$ cat src/hw/rtl/ipf_pkg.sv
// shared types, constants and coefficient rom for the 2x interpolator
`default_nettype none
package ipf_pkg;

    localparam int SAMPLE_W            = 16;
    localparam int ROM_SIZE            = 48;
    localparam int COEFF_COUNT_DEF     = 48;
    localparam int CHANNEL_COUNT_DEF   = 2;
    localparam int COEFF_FRAC_BITS_DEF = 18;
    localparam int MID_DEPTH           = 2;
    localparam int OUT_DEPTH           = 8;
    localparam int GROUP_SIZE          = 8;

    // coefficients in units of 1e-6
    localparam int COEFF_MICRO [ROM_SIZE] = '{
        -12, 0, 45, 0, -127, 0, 298, 0, -608, 0, 1118, 0,
        -1907, 0, 3075, 0, -4752, 0, 7110, 0, -10404, 0, 15063, 0,
        -21863, 0, 32561, 0, -51949, 0, 98609, 0, -315924, 500000, 315924, 0,
        -98609, 0, 51949, 0, -32561, 0, 21863, 0, -15063, 0, 10404, 0
    };

    typedef struct packed {
        logic signed [SAMPLE_W-1:0] sample_in;
        logic                       channel_in;
    } t_in;

    typedef struct packed {
        logic signed [SAMPLE_W-1:0] sample_out;
        logic                       channel_out;
        logic                       odd_phase;
    } t_out;

    // quantized coefficient, ties away from zero; zero past the rom or the coefficient count
    function automatic longint coeff_fixed(int k, int count, int frac);
        longint m;
        longint mag;
        longint q;
        if (k >= count || k >= ROM_SIZE) begin
            return 0;
        end
        m   = longint'(COEFF_MICRO[k]);
        mag = (m < 0) ? -m : m;
        q   = ((mag << frac) + 500000) / 1000000;
        return (m < 0) ? -q : q;
    endfunction

endpackage
`default_nettype wire

$ cat src/hw/rtl/ipf_front.sv
// front: accepts items, shifts the channel's delay line and queues a tap snapshot
`default_nettype none
module ipf_front #(
    parameter int CHANNEL_COUNT = ipf_pkg::CHANNEL_COUNT_DEF,
    parameter int TAP_COUNT     = (ipf_pkg::COEFF_COUNT_DEF + 1) / 2
) (
    input  wire logic                                  i_clk,
    input  wire logic                                  i_rst_n,
    input  wire logic                                  i_push,
    input  wire ipf_pkg::t_in                          i_data,
    input  wire logic                                  i_q_full,
    output logic                                       o_q_push,
    output logic [TAP_COUNT*ipf_pkg::SAMPLE_W:0]       o_q_data
);
    localparam int SW   = ipf_pkg::SAMPLE_W;
    localparam int CH_W = (CHANNEL_COUNT > 1) ? $clog2(CHANNEL_COUNT) : 1;

    logic signed [SW-1:0] r_dline [CHANNEL_COUNT][TAP_COUNT];
    logic                 accept;
    logic [CH_W-1:0]      ch_sel;
    logic [CH_W:0]        ch_wide;
    logic [TAP_COUNT*SW-1:0] taps;

    assign accept   = i_push && !i_q_full;
    assign o_q_push = accept;

    // out-of-range channel saturates to the last one
    always_comb begin
        ch_wide = (CH_W+1)'(i_data.channel_in);
        if (ch_wide >= (CH_W+1)'(CHANNEL_COUNT)) begin
            ch_sel = CH_W'(CHANNEL_COUNT - 1);
        end else begin
            ch_sel = ch_wide[CH_W-1:0];
        end
    end

    always_comb begin
        for (int t = 0; t < TAP_COUNT; t++) begin
            if (t == 0) begin
                taps[t*SW +: SW] = i_data.sample_in;
            end else begin
                taps[t*SW +: SW] = r_dline[ch_sel][t-1];
            end
        end
        o_q_data = {ch_sel[0], taps};
    end

    always_ff @(posedge i_clk) begin
        if (!i_rst_n) begin
            for (int c = 0; c < CHANNEL_COUNT; c++) begin
                for (int t = 0; t < TAP_COUNT; t++) begin
                    r_dline[c][t] <= '0;
                end
            end
        end else begin
            for (int c = 0; c < CHANNEL_COUNT; c++) begin
                if (accept && (ch_sel == CH_W'(c))) begin
                    for (int t = 0; t < TAP_COUNT; t++) begin
                        r_dline[c][t] <= taps[t*SW +: SW];
                    end
                end
            end
        end
    end

endmodule
`default_nettype wire

$ cat config.mk
export PLATFORM = sky130hd
export DESIGN_NAME = ipf_front
export DESIGN_NICKNAME = d
export VERILOG_FILES = /design/src/hw/rtl/ipf_pkg.sv /design/src/hw/rtl/ipf_front.sv
export SDC_FILE = /design/constraint.sdc
export NUM_CORES = 1
export LEC_CHECK = 0
export BUFFER_PORTS_ARGS = -buffer_cell sky130_fd_sc_hd__buf_4
export CAP_MARGIN = 20
export CORE_MARGIN = 10
export CORE_UTILIZATION = 29
export CTS_BUF_LIST = sky130_fd_sc_hd__clkbuf_8
export DETAILED_ROUTE_END_ITERATION = 8
export PLACE_DENSITY = 0.43
export SYNTH_ARGS = -nofsm -noshare
export SYNTH_HDL_FRONTEND = slang
export SYNTH_SLANG_ARGS = --single-unit
export TNS_END_PERCENT = 30
$ cat constraint.sdc
create_clock -name i_clk -period 34.7 [get_ports i_clk]
set_input_delay 3.47 -clock i_clk [delete_from_list [all_inputs] [get_ports i_clk]]
set_output_delay 3.47 -clock i_clk [all_outputs]
set_load 0.02 [all_outputs]
[Word-level counts from Yosys, hierarchy flattened]
Memory sizes are Yosys's and may differ from the RTL's.
Cells that the tools add are included.
Word-level totals
  bits of input ports: 21
  memories kept: 1
  register bits: 0
  logic and storage cells: 109
  bits in writable memories: 768
Cells by class
  reduce and logical (&&, ||, !) cells: 4
  bitwise logic cells: 49
  mux-type cells: 55
Memories
  r_dline: words 2, width 384, rd ports 1, clocked after Yosys merged registers in 0, write ports 2, RTL line ipf_front.sv:18  | logic signed [SW-1:0] r_dline [CHANNEL_COUNT][TAP_COUNT];
Operators with widths (count)
  16-bit 2-to-1 mux: 48
  1-bit bitwise OR: 48
  1-bit 2-to-1 mux: 7
  1-bit logical AND: 3
  1-bit zero test: 1
  1-bit inverter: 1

[Depth between registers and ports, before layout]
  depth in word-level cells: 7
  depth in mapped cells: 6
  gate-level depth less buffers: 2

[Least setup slack after synthesis]
No wires, ideal clock.
  path type: input port to flip-flop
  start point: input port i_data[0] in the netlist's numbering
  end point: memory r_dline[0][100] in the netlist's numbering, enable pin
  data required time: 33093 ps
  arrival: 29596 ps
  slack: 3497 ps
  cell stages on the path: 5
  setup time: 1607 ps
  cell sequence: buf_6 buf_6 buf_2 buf_4 o21ai_0
RTL lines
  from (decl): RTL line ipf_front.sv:10  | input wire ipf_pkg::t_in i_data,
  to (decl): RTL line ipf_front.sv:18

[Worst setup path after layout]
  start point: input port i_data[0] in the netlist's numbering
  end point: output port o_q_data[237] in the netlist's numbering
On the way
  longest elaborated chain between the ends: 1
Ends and longest elaborated chain
  memory 2 x 384 bit
  to (decl): RTL line ipf_front.sv:13  | output logic [TAP_COUNT*ipf_pkg::SAMPLE_W:0] o_q_data
Every way passes these cells.

==> impl_metrics.tcl <==
set metrics [dict create \
    outcome "finished, final reports clean" \
    grt_pass1_wl_um 140000 \
    fin_nets 3056 \
    synth_cell_types 19 \
    cp-end-kind "output pin" \
    grt_max_degree 205 \
    synth-seq-area-share_pct 70.0 \
    cts-resized-gates 0 \
    initial_utilization_pct 29.3 \
    vias_per_cell 4.55 \
    drv_cap 0 \
    cp-start-kind "input pin" \
    tritoncts "built" \
    grt_overflow 0 \
    syn-cell-area_um2 31600 \
    hp-class "register to register" \
    syn_nets 2664 \
    gp_congestion 0.836 \
    dieHeight_um 350 \
    drc_errors 0 \
    rows 120 \
    hold_start "r_dline[1][373]" \
    final_core_util_pct 35.5 \
    ys_ff_latch 736 \
    p_leak_nw 15.5 \
    hold_violations 0 \
    pre_cts_ws_ps 23650 \
    reg.largest.list "r_dline: 736 flops" \
    max_slew_margin_pct 22.6 \
    vias 20700 \
    required_ps 31230 \
    die_area_um2 122000 \
    fin_ws_ps 24130 \
    p_per_area_nw_per_um2 53.9 \
    synthSimpleGateAreaFrac_pct 19.6 \
    dpl.hpwl_um 63300 \
    synth_area_leaders "edfxtp_1 (70%), nand2_1 (7.4%), nand2b_1 (6.2%), a21oi_1 (4.9%), nor2_1 (3.7%)" \
    cts_sinks 736 \
    cts_root_buf "clkbuf_8" \
    insertion_delay_ps 800 \
    cts.reportedPaths.clkPinSlew_ps 60 \
    criticalPathCategory "input pin to output pin" \
    drt-initial-drc-count 1311 \
    path_max_fanout 150 \
    yosys_warnings 0 \
    timing.rr.start "r_dline[1][346]" \
    core-area_um2 108000 \
    die_x_um 350 \
    grt_pass1_vias 22100 \
    antenna_found_initial 1 \
    cp.arrival_ps 7100 \
    synth_xor_area_share_pct 0 \
    slew_viol_final 0 \
    fin_hold_ws_ps 553 \
    r2r_cells 2 \
    finalSetupTns_ps 0 \
    cts_hold_buffers 0 \
    largest_register_ffs 736 \
    rsz0062_at_grt "no" \
    finalPower_mw 2.06 \
    endpoint "o_q_data[237]" \
    fin_crit_sh_pct 30.5 \
    regMostFlops "r_dline" \
    synth_area_leader_cell "edfxtp_1" \
    io_pins 407 \
    cts_buffers 135 \
    netlist_instances 2643 \
    cts_setup_buffers 0 \
    fin_crit_ps 10570 \
    synthDominantCellAreaShare_pct 70.0 \
    setup_viol 0 \
    drt_pass1_iterations 5 \
    vdd_ir_drop_max_v 0.0000285 \
    rrSetupSlack_ps 33540 \
    tightest_slew_ps 1160 \
    antenna_left 0 \
    critPathLaunch "i_data[0]" \
    finClkSkew_ps 33.1 \
    syn_to_final_growth_pct 21.0 \
    synth.avg_cell_area_um2 11.9 \
    synthAdderAreaFrac_pct 0 \
    synth_top_family_by_area "simple AND/OR/NAND/NOR gates" \
    wl_per_cell_um 20.8 \
    track_usage_pct 15.1 \
    synth_compound_area_share_pct 4.96 \
    cts_buffer_depth 3 \
    fmax_mhz 94.6 \
    drive_above_1_share_pct 20.8 \
    drt-total-wl_um 94700 \
    synthMuxAreaShare_pct 2.40 \
    r2r-end "r_dline[0][330]" \
    port_buffers 406 \
    cts_max_level 4 \
]
## worst max-delay path, stage by stage
cell and delay, ps:
buf_8 550, buf_4 770, buf_4 820, buf_4 360
buf_16 350, nand2b_1 190, nand2_1 130, buf_4 200
## routing by layer
metal	track usage, %	wire length (um)	vias up
met5	0	0	-
met4	5.09	2380	0
met3	5.61	7550	135
met2	24.6	45500	504
met1	18.2	39300	10200
li1	-	-	9838
## cell usage after synthesis, drive strengths merged
cell type and n:
and4b 1, o21ai 3, edfxtp 736, a21oi 310
nand3b 1, mux2 58, and4bb 1, buf 136
and3b 1, nor2 310, and2 116, nand2 620
inv 2, clkbuf 37, nand2b 311
## logic make-up (layout without fill, tap and decap cells)
family                 after synthesis  count (layout)
other                                0               1
AND/OR/NAND/NOR                   1361            1361
buffers and inverters              175             670
AO/OA/AOI/OAI                      313             313
multiplexers                        58              58
flip-flops                         736             736
## metrics by stage
step	area, um^2	instances
6_report	38200	4542
5_1_grt	38200	4542
4_1_cts	38200	4539
3_5_place_dp	35700	4299
3_3_place_gp	35700	4299
2_1_floorplan	31600	2643
## power by group
group          total [mW]  switching, mW  internal [mW]
combinational       0.229          0.156         0.0729
clock               0.782          0.371          0.411
sequential           1.05         0.0164           1.03
## cell usage in the layout, fill, tap and decap left out, types with 2 or more instances in the layout
cell type / netlist / routed
nor2_1: 310 / 310
clkbuf_8: 0 / 140
o21ai_4: 0 / 2
clkinvlp_4: 0 / 3
edfxtp_1: 736 / 736
mux2_2: 30 / 30
buf_4: 31 / 421
inv_6: 0 / 5
clkinv_1: 0 / 33
buf_16: 0 / 2
nand2b_1: 311 / 311
a21oi_1: 310 / 310
clkinv_2: 0 / 10
mux2_4: 28 / 28
buf_12: 0 / 4
bufinv_16: 0 / 5
nand2_1: 620 / 620
inv_1: 2 / 46
and2_1: 116 / 116
## layout make-up
type                       count  area [um^2]
antenna                        1         2.50
inverter                       2         7.51
fill                       10700        69400
sequential                   736        22100
clock buffer                 140         1930
clock inverter               100          556
timing repair buffer         428         3310
multi-input combinational   1732         8550
tap                         1403         1760
## worst min-delay path by stage
stage	end	cells past startpoint	slack [ps]
after global placement	r_dline[1][355]	1	530
final	r_dline[1][357]	1	550
after global routing	r_dline[1][363]	1	580
after CTS	r_dline[1][357]	1	550
after detailed placement	r_dline[1][357]	1	540
after floorplan	r_dline[1][325]	1	520
(Power assumes the default switching activity.)
