<file path="config.mk">
export PLATFORM = sky130hd
export DESIGN_NAME = ipf_fifo
export DESIGN_NICKNAME = d
export VERILOG_FILES = /design/src/hw/rtl/ipf_fifo.sv
export SDC_FILE = /design/constraint.sdc
export NUM_CORES = 1
export LEC_CHECK = 0
export BUFFER_PORTS_ARGS = -buffer_cell sky130_fd_sc_hd__buf_2
export CAP_MARGIN = 20
export CELL_PAD_IN_SITES_DETAIL_PLACEMENT = 2
export CELL_PAD_IN_SITES_GLOBAL_PLACEMENT = 2
export CORE_UTILIZATION = 23
export DETAILED_ROUTE_END_ITERATION = 16
export PLACE_DENSITY = 0.76
export SLEW_MARGIN = 15
export SYNTH_ARGS = -nofsm -noshare
export SYNTH_HDL_FRONTEND = slang
export SYNTH_SLANG_ARGS = --single-unit
</file>
<file path="constraint.sdc">
create_clock -name i_clk -period 1.5 [get_ports i_clk]
set_clock_uncertainty 0.05 [all_clocks]
set_input_delay 0.3 -clock i_clk [delete_from_list [all_inputs] [get_ports i_clk]]
set_output_delay 0.3 -clock i_clk [all_outputs]
set_load 0.03 [all_outputs]
</file>
<file path="src/hw/rtl/ipf_fifo.sv">
// small register queue with count, used between the stages and at the output
`default_nettype none
module ipf_fifo #(
    parameter int WIDTH = 1,
    parameter int DEPTH = 2
) (
    input  wire logic                           i_clk,
    input  wire logic                           i_rst_n,
    input  wire logic                           i_push,
    input  wire logic [WIDTH-1:0]               i_wdata,
    output logic                                o_full,
    input  wire logic                           i_pop,
    output logic [WIDTH-1:0]                    o_rdata,
    output logic                                o_empty,
    output logic [$clog2(DEPTH+1)-1:0]          o_count
);
    localparam int PW   = (DEPTH > 1) ? $clog2(DEPTH) : 1;
    localparam int CNTW = $clog2(DEPTH+1);

    logic [WIDTH-1:0] r_mem [DEPTH];
    logic [PW-1:0]    r_wptr, n_wptr;
    logic [PW-1:0]    r_rptr, n_rptr;
    logic [CNTW-1:0]  r_count, n_count;
    logic             wr, rd;

    assign o_full  = (r_count == CNTW'(DEPTH));
    assign o_empty = (r_count == '0);
    assign o_count = r_count;
    assign o_rdata = r_mem[r_rptr];
    assign wr      = i_push && !o_full;
    assign rd      = i_pop && !o_empty;

    always_comb begin
        n_wptr  = r_wptr;
        n_rptr  = r_rptr;
        if (wr) begin
            n_wptr = (r_wptr == PW'(DEPTH-1)) ? '0 : r_wptr + 1'b1;
        end
        if (rd) begin
            n_rptr = (r_rptr == PW'(DEPTH-1)) ? '0 : r_rptr + 1'b1;
        end
        n_count = r_count + CNTW'(wr) - CNTW'(rd);
    end

    always_ff @(posedge i_clk) begin
        if (!i_rst_n) begin
            r_wptr  <= '0;
            r_rptr  <= '0;
            r_count <= '0;
        end else begin
            r_wptr  <= n_wptr;
            r_rptr  <= n_rptr;
            r_count <= n_count;
        end
    end

    always_ff @(posedge i_clk) begin
        if (wr) begin
            r_mem[r_wptr] <= i_wdata;
        end
    end

endmodule
`default_nettype wire

</file>
Word-level counts from Yosys, hierarchy flattened:

Memory sizes are Yosys's and may differ from the RTL's. A register that Yosys moved wholly into a read port is not among the register bits.
Cells that the tools add are included.

* bits in registers: 4
* bits in latches: 0
* RAM bits: 2
* memory bits (read-only): 0
* memories kept: 1

Memories
* r_mem: words 2, bits a word 1, rd ports 1, clocked after Yosys merged registers in 1, write ports 1, RTL line 20 `logic [WIDTH-1:0] r_mem [DEPTH];`

* add/sub/neg operators: 4
* multiply operators: 0
* divide/modulo/power cells: 0
* magnitude comparators: 0
* equal/unequal tests: 1
* shift operators: 0
* mux-type cells: 6
* bitwise operators: 0
* reductions and logical operators: 5

Operators by type and width (number)
* $mux 1: 6
* $add 1x1->1 const B: 2
* $add 2x1->2: 1
* $eq 2x2->1 const B: 1
* $logic_and 1x1->1: 2
* $logic_not 1->1: 2
* $logic_not 2->1: 1
* $sub 2x1->2: 1

Longest topological paths before layout:

Gate-level depths: netlist (run 1).

* word-level depth: 5
* depth in mapped cells: 8
* depth with buffers taken out: 8

Worst setup path before layout (run 1):

OpenSTA, ideal clock, no wires.

* path kind: reg2reg
* from: reg r_count[0] (netlist: o_count[0])
* to: reg r_count[1] (netlist: o_count[1])
* setup time: 0.078 ns
* data arrival time: 1.713 ns
* path slack: -0.340 ns
* cell stages (with the launch flop): 9
* buffers on the path: 0
* period minus slack after synthesis: 1.840 ns
* cells stage by stage: dfxtp_1 nand2b_1 nand2_1 ha_1 inv_1 ha_1 xor2_1 and2_2 nor3_1

* longest elaborated chain between the ends: 5

Ends and longest elaborated chain
* start, declared: RTL line 23 `logic [CNTW-1:0] r_count, n_count;`
* start signal, assigned: RTL line 53 `r_count <= n_count;`
* $eq 2x2->1: RTL line 26 `assign o_full = (r_count == CNTW'(DEPTH));`
* $logic_not 1->1: RTL line 30 `assign wr = i_push && !o_full;`
* $logic_and 1x1->1: RTL line 30
* $add 2x1->2: RTL line 42 `n_count = r_count + CNTW'(wr) - CNTW'(rd);`
* $sub 2x1->2 (*): RTL line 42

Mark *: on every way between the ends. The rest lies on a longest branch, timed or not.
A chain may end at the register's enable or synchronous reset.

Worst setup path after layout (run 1):

* from: reg r_count[0] (netlist: o_count[0])
* to: reg r_count[1] (netlist: o_count[1])

RTL lines
* $logic_not 2->1: RTL line 27 `assign o_empty = (r_count == '0);`
* $logic_not 1->1: RTL line 31 `assign rd = i_pop && !o_empty;`
* $logic_and 1x1->1: RTL line 31
* net rd: RTL line 24 `logic wr, rd;`
* $sub 2x1->2: RTL line 42

The timed path passes the listed nets, and every way through them passes these cells.

==> results of run 1 <==
final cells by class:
type / instances / share of cell area, %
clock buffer: 4 / 4.98
inverter: 3 / 2.13
multi-input combinational: 20 / 37.7
sequential: 7 / 31.8
tap: 14 / 3.32
timing repair buffer: 16 / 20.1
metrics by stage:
stage	util, %	std cells
detailed placement	38.7	58
global route	45.1	64
CTS	43.7	63
finish	45.1	64
global placement	38.7	58
floorplan	-	30
cell usage in the layout, fill, tap and decap left out, types with 2 or more instances in the layout:
cell type  Yosys  routed
clkbuf_4       0       3
dfxtp_4        0       2
inv_1          3       2
buf_2          0       7
ha_4           0       2
dfxtp_1        5       3
nor2_1         5       4
edfxtp_1       2       2
buf_4          0       8
metal layers:
layer | routed length, um | part of all wire, % | GRT usage [%] | up-vias
li1 | - | - | - | 136
met1 | 354 | 37 | 16.9 | 137
met2 | 576 | 60 | 29.2 | 5
met3 | 25 | 2.6 | 7.51 | 2
met4 | 7 | 0.73 | 10.3 | 0
met5 | 0 | 0 | 0 | -
path summary, 6_finish.rpt:
check / from / end / slack, ns / cells past startpoint
min: i_wdata / r_mem[1] / 0.20 / 1
max: o_count[0] / o_count[1] / -0.04 / 7
min reg2reg: r_wptr / r_wptr / 0.46 / 2
max reg2reg: o_count[0] / o_count[1] / -0.04 / 7
report_power, final:
part           switching [uW]  total, uW  internal [uW]
logic                     364        692            328
clock network            72.8        175            102
registers                48.8        321            273
cell families after synthesis:
family / after synthesis
mux: 2
flops: 7
buf+inv: 3
fa+ha+maj: 2
xor+xnor: 2
simple gates: 13
compound gates: 1
repair_timing:
item	4_1_cts	5_1_grt
endpoints found under the setup margin	1	3
pin swaps	3	1
hold buffers	0	0
setup buffers	1	1
gates resized for setup	5	4
gates cloned	0	0
==> out/qor.yml, run 1 <==
status: "finished, violations left"
failed_checks: "negative setup slack"
worstPathRequired_ns: 1.59
async_reset_ff_share_pct: 0
grt.overflow.total: 0
synth_compound_area_share_pct: 2.85
drtIter0Drc: 1
worstPathArrival_ns: 1.64
layout.nets: 58
slowest_stage: "dfxtp_4"
leakage_uw: 0.000249
grt_max_degree: 5
syn-cell-area_um2: 308
clock_latency_ns: 0.25
dieArea_mm2: 0.00149
ant_nets: 0
place_area_um2: 453
path_delay_family: "adder cells"
antenna_found_initial: 0
synth_top_family_by_area: "simple AND/OR/NAND/NOR gates"
total_power_uw: 1190
worstMarginPinSlew_ns: 0.185
port_buffers: 9
min_period_ns: 1.54
synth_mux_area_share_pct: 6.91
cap_violations: 0
crit_buf_inv: 1
seqCellArea_um2: 168
hold_viol: 0
synth_edf_count: 2
drc: 0
cp_max_fo: 3
end_kind: "flop"
cts_root_buffer: "clkbuf_4"
dp_hpwl_um: 741
period_share_pct: 103
avgSynthCellArea_um2: 10.3
synth_ff_type: "dfxtp_1"
clkTransAtPathRegs_ns: 0.05
yosysUniqueCellTypes: 16
grt_pass1_wl_um: 1530
io_pins: 10
min_path_type: "in -> reg"
grt_use_total_pct: 17.2
synthCells: 30
tns_ns: -0.0439
pre_cts_ws_ns: -0.153
synth_top_area_cell: "dfxtp_1"
cts-htree-levels: 1
cts_tree: "built"
rsz0062_at_grt: "yes"
coreArea_mm2: 0.00117
antenna_cells: 0
post-route-worst-setup-slack_ns: -0.0439
numCtsBuffers: 3
ys_seq_elements: 7
syn_nets: 37
die_w_um: 38.6
post_drt_via_cell_ratio: 4.38
multi_input_area_um2: 199
drv_slew: 0
yosys_warnings: 0
drive_gt1_share_pct: 64.0
synth-simple-area-share_pct: 20.7
cts_sinks: 7
holdWs_ns: 0.198
clk_path_buf_depth: 2
cpPeakStageDelay_ns: 0.35
yosys.area_share.xor_xnor_pct: 5.69
setup_viol: 1
syn_to_final_growth_pct: 71.5
start_util_pct: 26.3
fin_area_um2: 528
grt_pass1_vias: 308
first_pass_iters: 2
synthAdderAreaFrac_pct: 8.13
startpoint_type: "flop"
path_class: "reg -> reg"
synth_top_cell_area_share_pct: 32.5
fill_cells: 133
peakVddDrop_mv: 0.873
seq_area_frac_synth_pct: 52.0
wl_per_cell_um: 15.1
num_vias: 280
power.density_mw_per_mm2: 2250
die_h_um: 38.6
cpMostUsedCell: "ha_4"
rows: 12
synth_common_cells: "5 x dfxtp_1, 5 x nor2_1, 3 x inv_1"
crit_chain: "o21a_4, ha_4, inv_2, ha_4, xor2_2, nor2_1, nor3_2"
slew_headroom_pct: 87.6
clock.fmax_mhz: 648
wl_um: 964
synth_area_leaders: "dfxtp_1 33%, edfxtp_1 20%, ha_1 8.1%"
place_congestion: 0.752
Note: power is estimated with default switching activity, not from simulation.
==> inputs of run 2 (changes only) <==
CORE_AREA = 2 2 39 41   (was unset)
CORE_UTILIZATION = unset   (was 23)
CTS_BUF_LIST = sky130_fd_sc_hd__clkbuf_4   (was unset)
DIE_AREA = 0 0 41 43   (was unset)
GPL_TIMING_DRIVEN = 0   (was unset)
MAX_ROUTING_LAYER = met4   (was unset)
==> run 2 against run 1 <==
Compared with the run above:
- the run still ends with negative setup slack left
- register-to-register slack better by 0.04 ns
- non-clock buffer count is 2 lower
- setup slack improved by 0.042 ns
- design area fell by 2.6%
- utilization down 7.9 points
- worst hold slack worse by 0.011 ns
- die area is 18% higher
- combinational power fell by 14%
- global-route usage is 6.3 points lower
- largest power group unchanged
==> out/qor.yml, run 2 (same netlist as run 1, synthesis figures left out) <==
failed_checks: "negative setup slack"
layout_common_cells: "8 x buf_2, 5 x nor2_1, 5 x buf_4"
end_kind: "flop"
cts_root_buffer: "clkbuf_4"
first_pass_iters: 1  # -1
worstPathArrival_ns: 1.63  # about the same
port_buffers: 9  # unchanged
slew_headroom_pct: 86.9  # -0.67 points
grt.overflow.total: 0  # unchanged
clkTransAtPathRegs_ns: 0.06  # about the same
final_common_cell: "buf_2"
post_drt_via_cell_ratio: 4.09  # -6.4%
die_w_um: 41  # +6.3%
wl_per_cell_um: 10.5  # -30%
num_vias: 262  # -6.4%
period_share_pct: 100  # -2.8 points
coreArea_mm2: 0.00138  # +18%
die_h_um: 43  # +11%
grt_max_degree: 6  # +1
hold_viol: 0  # unchanged
crit_chain: "o21a_4, ha_4, inv_2, ha_4, xor2_2, and2_4, nor3_2"
cts_tree: "built"
ant_nets: 0  # unchanged
drtIter0Drc: 0  # -1
peakVddDrop_mv: 0.584  # -33%
start_util_pct: 22.2  # -4.0 points
slowest_stage: "dfxtp_4"
wl_um: 675  # -30%
drc: 0  # unchanged
numCtsBuffers: 3  # unchanged
cap_violations: 0  # unchanged
layout.nets: 56  # -3.4%
rows: 14  # +2
startpoint_type: "flop"
total_power_uw: 1110  # -6.1%
clock_latency_ns: 0.25  # about the same
cts_sinks: 7  # unchanged
post-route-worst-setup-slack_ns: -0.00169  # +0.0422 ns
holdWs_ns: 0.187  # -0.0113 ns
leakage_uw: 0.000240  # -3.6%
worstPathRequired_ns: 1.63  # +0.04 ns
min_period_ns: 1.50  # -0.0422 ns
worstRegToRegCells: 7  # unchanged
cts-htree-levels: 1  # unchanged
antenna_cells: 0  # unchanged
clk_path_buf_depth: 2  # unchanged
io_pins: 10  # unchanged
power.density_mw_per_mm2: 2170  # -3.6%
dieArea_mm2: 0.00176  # +18%
syn_to_final_growth_pct: 67.1
grt_use_total_pct: 10.9  # -6.3 points
path_class: "reg -> reg"
hold_path_depth: 1  # unchanged
antenna_found_initial: 0  # unchanged
status: "finished, violations left"
dp_hpwl_um: 488  # -34%
drv_slew: 0  # unchanged
rsz0062_at_grt: "yes"
cp_max_fo: 3  # unchanged
cpPeakStageDelay_ns: 0.36  # about the same
min_path_type: "in -> reg"
setup_viol: 1  # unchanged
grt_pass1_vias: 275  # -11%
place_congestion: 0.696  # -7.5%
clock.fmax_mhz: 666  # +2.8%
cpMostUsedCell: "ha_4"
grt_pass1_wl_um: 1140  # -26%
drive_gt1_share_pct: 62.5  # -1.5 points
worstMarginPinSlew_ns: 0.195  # +0.0100 ns
## run 2: worst max-delay path, delay by kind of cell, from the launching register on
family          cells  cell delay [ns]
fa+ha+maj           2             0.41
flops               1             0.36
simple gates        2             0.21
xor+xnor            1             0.14
compound gates      1             0.23
buf+inv             1             0.04
## run 2: repair_timing
action	in CTS	in global routing
hold buffers	0	0
setup buffers	4	1
resized for setup	3	4
cloned	0	0
pin swaps	6	1
hold endpoints to repair	0	0
endpoints found under the setup margin	1	1
## run 2: area by class of cell
| type | instances | area [um2] |
|---|---|---|
| sequential | 7 | 168 |
| inverter | 3 | 11.3 |
| tap | 16 | 20.0 |
| fill | 150 | 870 |
| multi-input combinational | 20 | 196 |
| clock buffer | 4 | 30.0 |
| timing repair buffer | 14 | 88.8 |
## run 2: worst paths after layout
check	slack [ns]	end	from
worst max register to register	-0.002	o_count[1]	o_count[1]
worst min-delay path	0.19	r_mem[0]	i_wdata
worst max-delay path	-0.002	o_count[1]	o_count[1]
worst min register to register	0.45	r_wptr	r_wptr
## run 2: per-layer routing
layer	wire length [um]	track usage (%)	part of all wire (%)
met4	0	8.00	0
met3	38	6.28	5.6
met2	345	13.8	51
met1	291	12.1	43
met5	0	-	0
## run 2: stage by stage
stage                      TNS, ns  instances  area (um2)  util, %  setup slack (ns)
final                     -0.00169         64         514     37.2          -0.00169
after global routing       -0.0711         64         514     37.2           -0.0701
after CTS                  -0.0548         63         493     35.6           -0.0548
after detailed placement    -0.114         55         418     30.2            -0.114
after global placement     -0.0789         55         418     30.2           -0.0789
after floorplan             -0.102         30         353        -            -0.102
## run 2: power breakdown
part	switching (uW)	internal, uW	total, uW	leakage, uW
registers	53.0	273	326	0.0000613
clock network	76.5	120	197	0.0000184
logic	313	280	593	0.000160
total	442	673	1110	0.000240
==> inputs of run 3 (changes only) <==
PLACE_DENSITY = 0.7   (was 0.76)
==> run 3 against run 2 <==
Compared with the run above:
- the flow still finishes with violations (negative setup slack)
- clock-buffer cell count did not move
- design area decreased by 0.97%
- routed wire length increased by 2.2%
- sequential cell count unchanged
- global-route usage shrank 0.20 points
- fmax decreased by 1.2%
- die area stayed put
- sequential power fell by 2%
- utilization decreased by 0.36 points
- register-to-register slack worse by 0.02 ns
- largest power group unchanged
==> out/qor.yml, run 3 (same netlist as run 1, synthesis figures left out) <==
status: "finished, violations left"
failed_checks: "negative setup slack"
rsz0062_at_grt: "yes"
p_int_uw: 678  # +0.80%
startpoint_type: "flop"
first_pass_iters: 3  # +2
cts_tree: "built"
grt_pass1_wl_um: 1140  # unchanged
worstPathRequired_ns: 1.62  # about the same
power_frac_comb_pct: 54.3  # +1.1 points
grt_max_degree: 5  # -1
power.share.clock_pct: 17.0  # -0.6 points
path_class: "reg -> reg"
post-route-worst-setup-slack_ns: -0.0203  # -0.0186 ns
antenna_found_initial: 0  # unchanged
pre_cts_ws_ns: -0.105  # +0.00939 ns
rr_startpoint: "o_count[1]"
post_drt_via_cell_ratio: 4.06  # -0.74%
drtIter0Drc: 4  # +4
cts-htree-levels: 1  # unchanged
die_h_um: 43  # unchanged
grt_pass1_vias: 265  # -3.6%
slew_headroom_pct: 87.3  # +0.35 points
coreArea_mm2: 0.00138  # unchanged
hold_path_depth: 1  # unchanged
fill_cells: 155  # +3.3%
cts_root_buffer: "clkbuf_4"
p_seq_share_pct: 28.7  # -0.5 points
holdWs_ns: 0.189  # +0.00171 ns
dp_hpwl_um: 502  # +2.8%
ant_nets: 0  # unchanged
place_congestion: 0.673  # -3.3%
setup_viol: 1  # unchanged
grt.overflow.total: 0  # unchanged
cp_max_fo: 3  # unchanged
port_buffers: 9  # unchanged
seqCellArea_um2: 168  # unchanged
start_util_pct: 22.2  # unchanged
hold_start: "i_wdata"
min_to: "r_mem[0]"
wl_per_cell_um: 11.0  # +3.8%
grt_use_total_pct: 10.7  # -0.20 points
final_cells: 63  # -1.6%
layout.nets: 55  # -1.8%
worstMarginPinSlew_ns: 0.190  # -0.00517 ns
power.density_mw_per_mm2: 2200  # +1.5%
switchingPower_uw: 442  # about the same
clk_path_buf_depth: 2  # unchanged
hold_viol: 0  # unchanged
min_period_ns: 1.52  # +0.0186 ns
leakage_uw: 0.000238  # -0.76%
end_kind: "flop"
io_pins: 10  # unchanged
r2r_setup_slack_ns: -0.02  # -0.02 ns
worstPathArrival_ns: 1.64  # about the same
wl_um: 690  # +2.2%
cts_sinks: 7  # unchanged
dieArea_mm2: 0.00176  # unchanged
num_vias: 256  # -2.3%
drc: 0  # unchanged
clkTransAtPathRegs_ns: 0.05  # about the same
clock_latency_ns: 0.25  # about the same
multi_input_area_um2: 199  # +1.3%
period_share_pct: 101  # +1.2 points
reg2reg_to: "o_count[1]"
post-place-cells: 55  # unchanged
p_sw_share_pct: 39.5  # -0.20 points
peakVddDrop_mv: 0.664  # +14%
antenna_cells: 0  # unchanged
drv_slew: 0  # unchanged
clock.fmax_mhz: 658  # -1.2%
rows: 14  # unchanged
tns_ns: -0.0203  # -0.0186 ns
worstRegToRegCells: 7  # unchanged
min_path_type: "in -> reg"
cap_violations: 0  # unchanged
layout_common_cells: "8 x buf_2, 4 x nor2_1, 4 x clkbuf_4, 4 x buf_4, 3 x dfxtp_1"
hold_buffers: 0  # unchanged
drive_gt1_share_pct: 63.8  # +1.3 points
syn_to_final_growth_pct: 65.4
die_w_um: 41  # unchanged
numCtsBuffers: 3  # unchanged
final_common_cell: "buf_2"
run 3: cell types whose count changed in the layout (fill, tap and decap cells not counted), sizes merged:
cell / previous run / this run
buf: 14 / 13
run 3: per-layer routing:
| metal | GRT usage, % | vias to the layer above | routed length (um) |
|---|---|---|---|
| met5 | - | - | 0 |
| met4 | 8.00 | 0 | 0 |
| met3 | 3.14 | 0 | 24 |
| met2 | 16.9 | 4 | 392 |
| met1 | 10.2 | 121 | 273 |
| li1 | - | 131 | - |
run 3: worst max-delay path, stage by stage, from the launching register on:
cell	delay, ns
dfxtp_4	0.36
o21a_4	0.22
ha_4	0.26
inv_2	0.04
ha_4	0.15
xor2_2	0.14
and2_4	0.14
nor3_2	0.09
run 3: final cells by class:
cell class,count,area share [%]
clock buffers,4,5.90
inverters,3,2.21
multi-input cells,20,39.1
flip-flops and latches,7,32.9
well taps,16,3.93
repair buffers,13,16.0
run 3: metrics by stage:
step | util, % | total power, uW | cell area (um2)
finish | 36.8 | 1120 | 509
global route | 36.8 | 1210 | 509
CTS | 36.3 | 1120 | 503
detailed placement | 30.2 | 785 | 418
global placement | 30.2 | 762 | 418
floorplan | - | 671 | 353
run 3: power by group through the flow:
stage | clock network (uW) | registers [uW] | logic [uW]
detailed placement | 0 | 341 | 444
CTS | 203 | 323 | 589
global route | 210 | 329 | 668
floorplan | 0 | 374 | 297
global placement | 0 | 332 | 430
finish | 190 | 321 | 608
run 3: how the worst max path moves through the flow:
| stage | start | to | slack, ns | cells past startpoint |
|---|---|---|---|---|
| 6_report | o_count[1] | o_count[1] | -0.02 | 7 |
| 2_1_floorplan | o_count[0] | o_count[1] | -0.10 | 8 |
| 5_1_grt | o_count[1] | o_count[1] | -0.09 | 7 |
| 4_1_cts | o_count[1] | o_count[1] | -0.01 | 7 |
| 3_5_place_dp | o_count[0] | o_count[1] | -0.10 | 7 |
| 3_3_place_gp | o_count[0] | o_count[1] | -0.07 | 7 |
run 3: what timing repair did:
item	CTS	global route
endpoints found under the setup margin	1	2
setup buffers	4	0
pin swaps	3	0
gates cloned	0	0
gates resized for setup	5	2
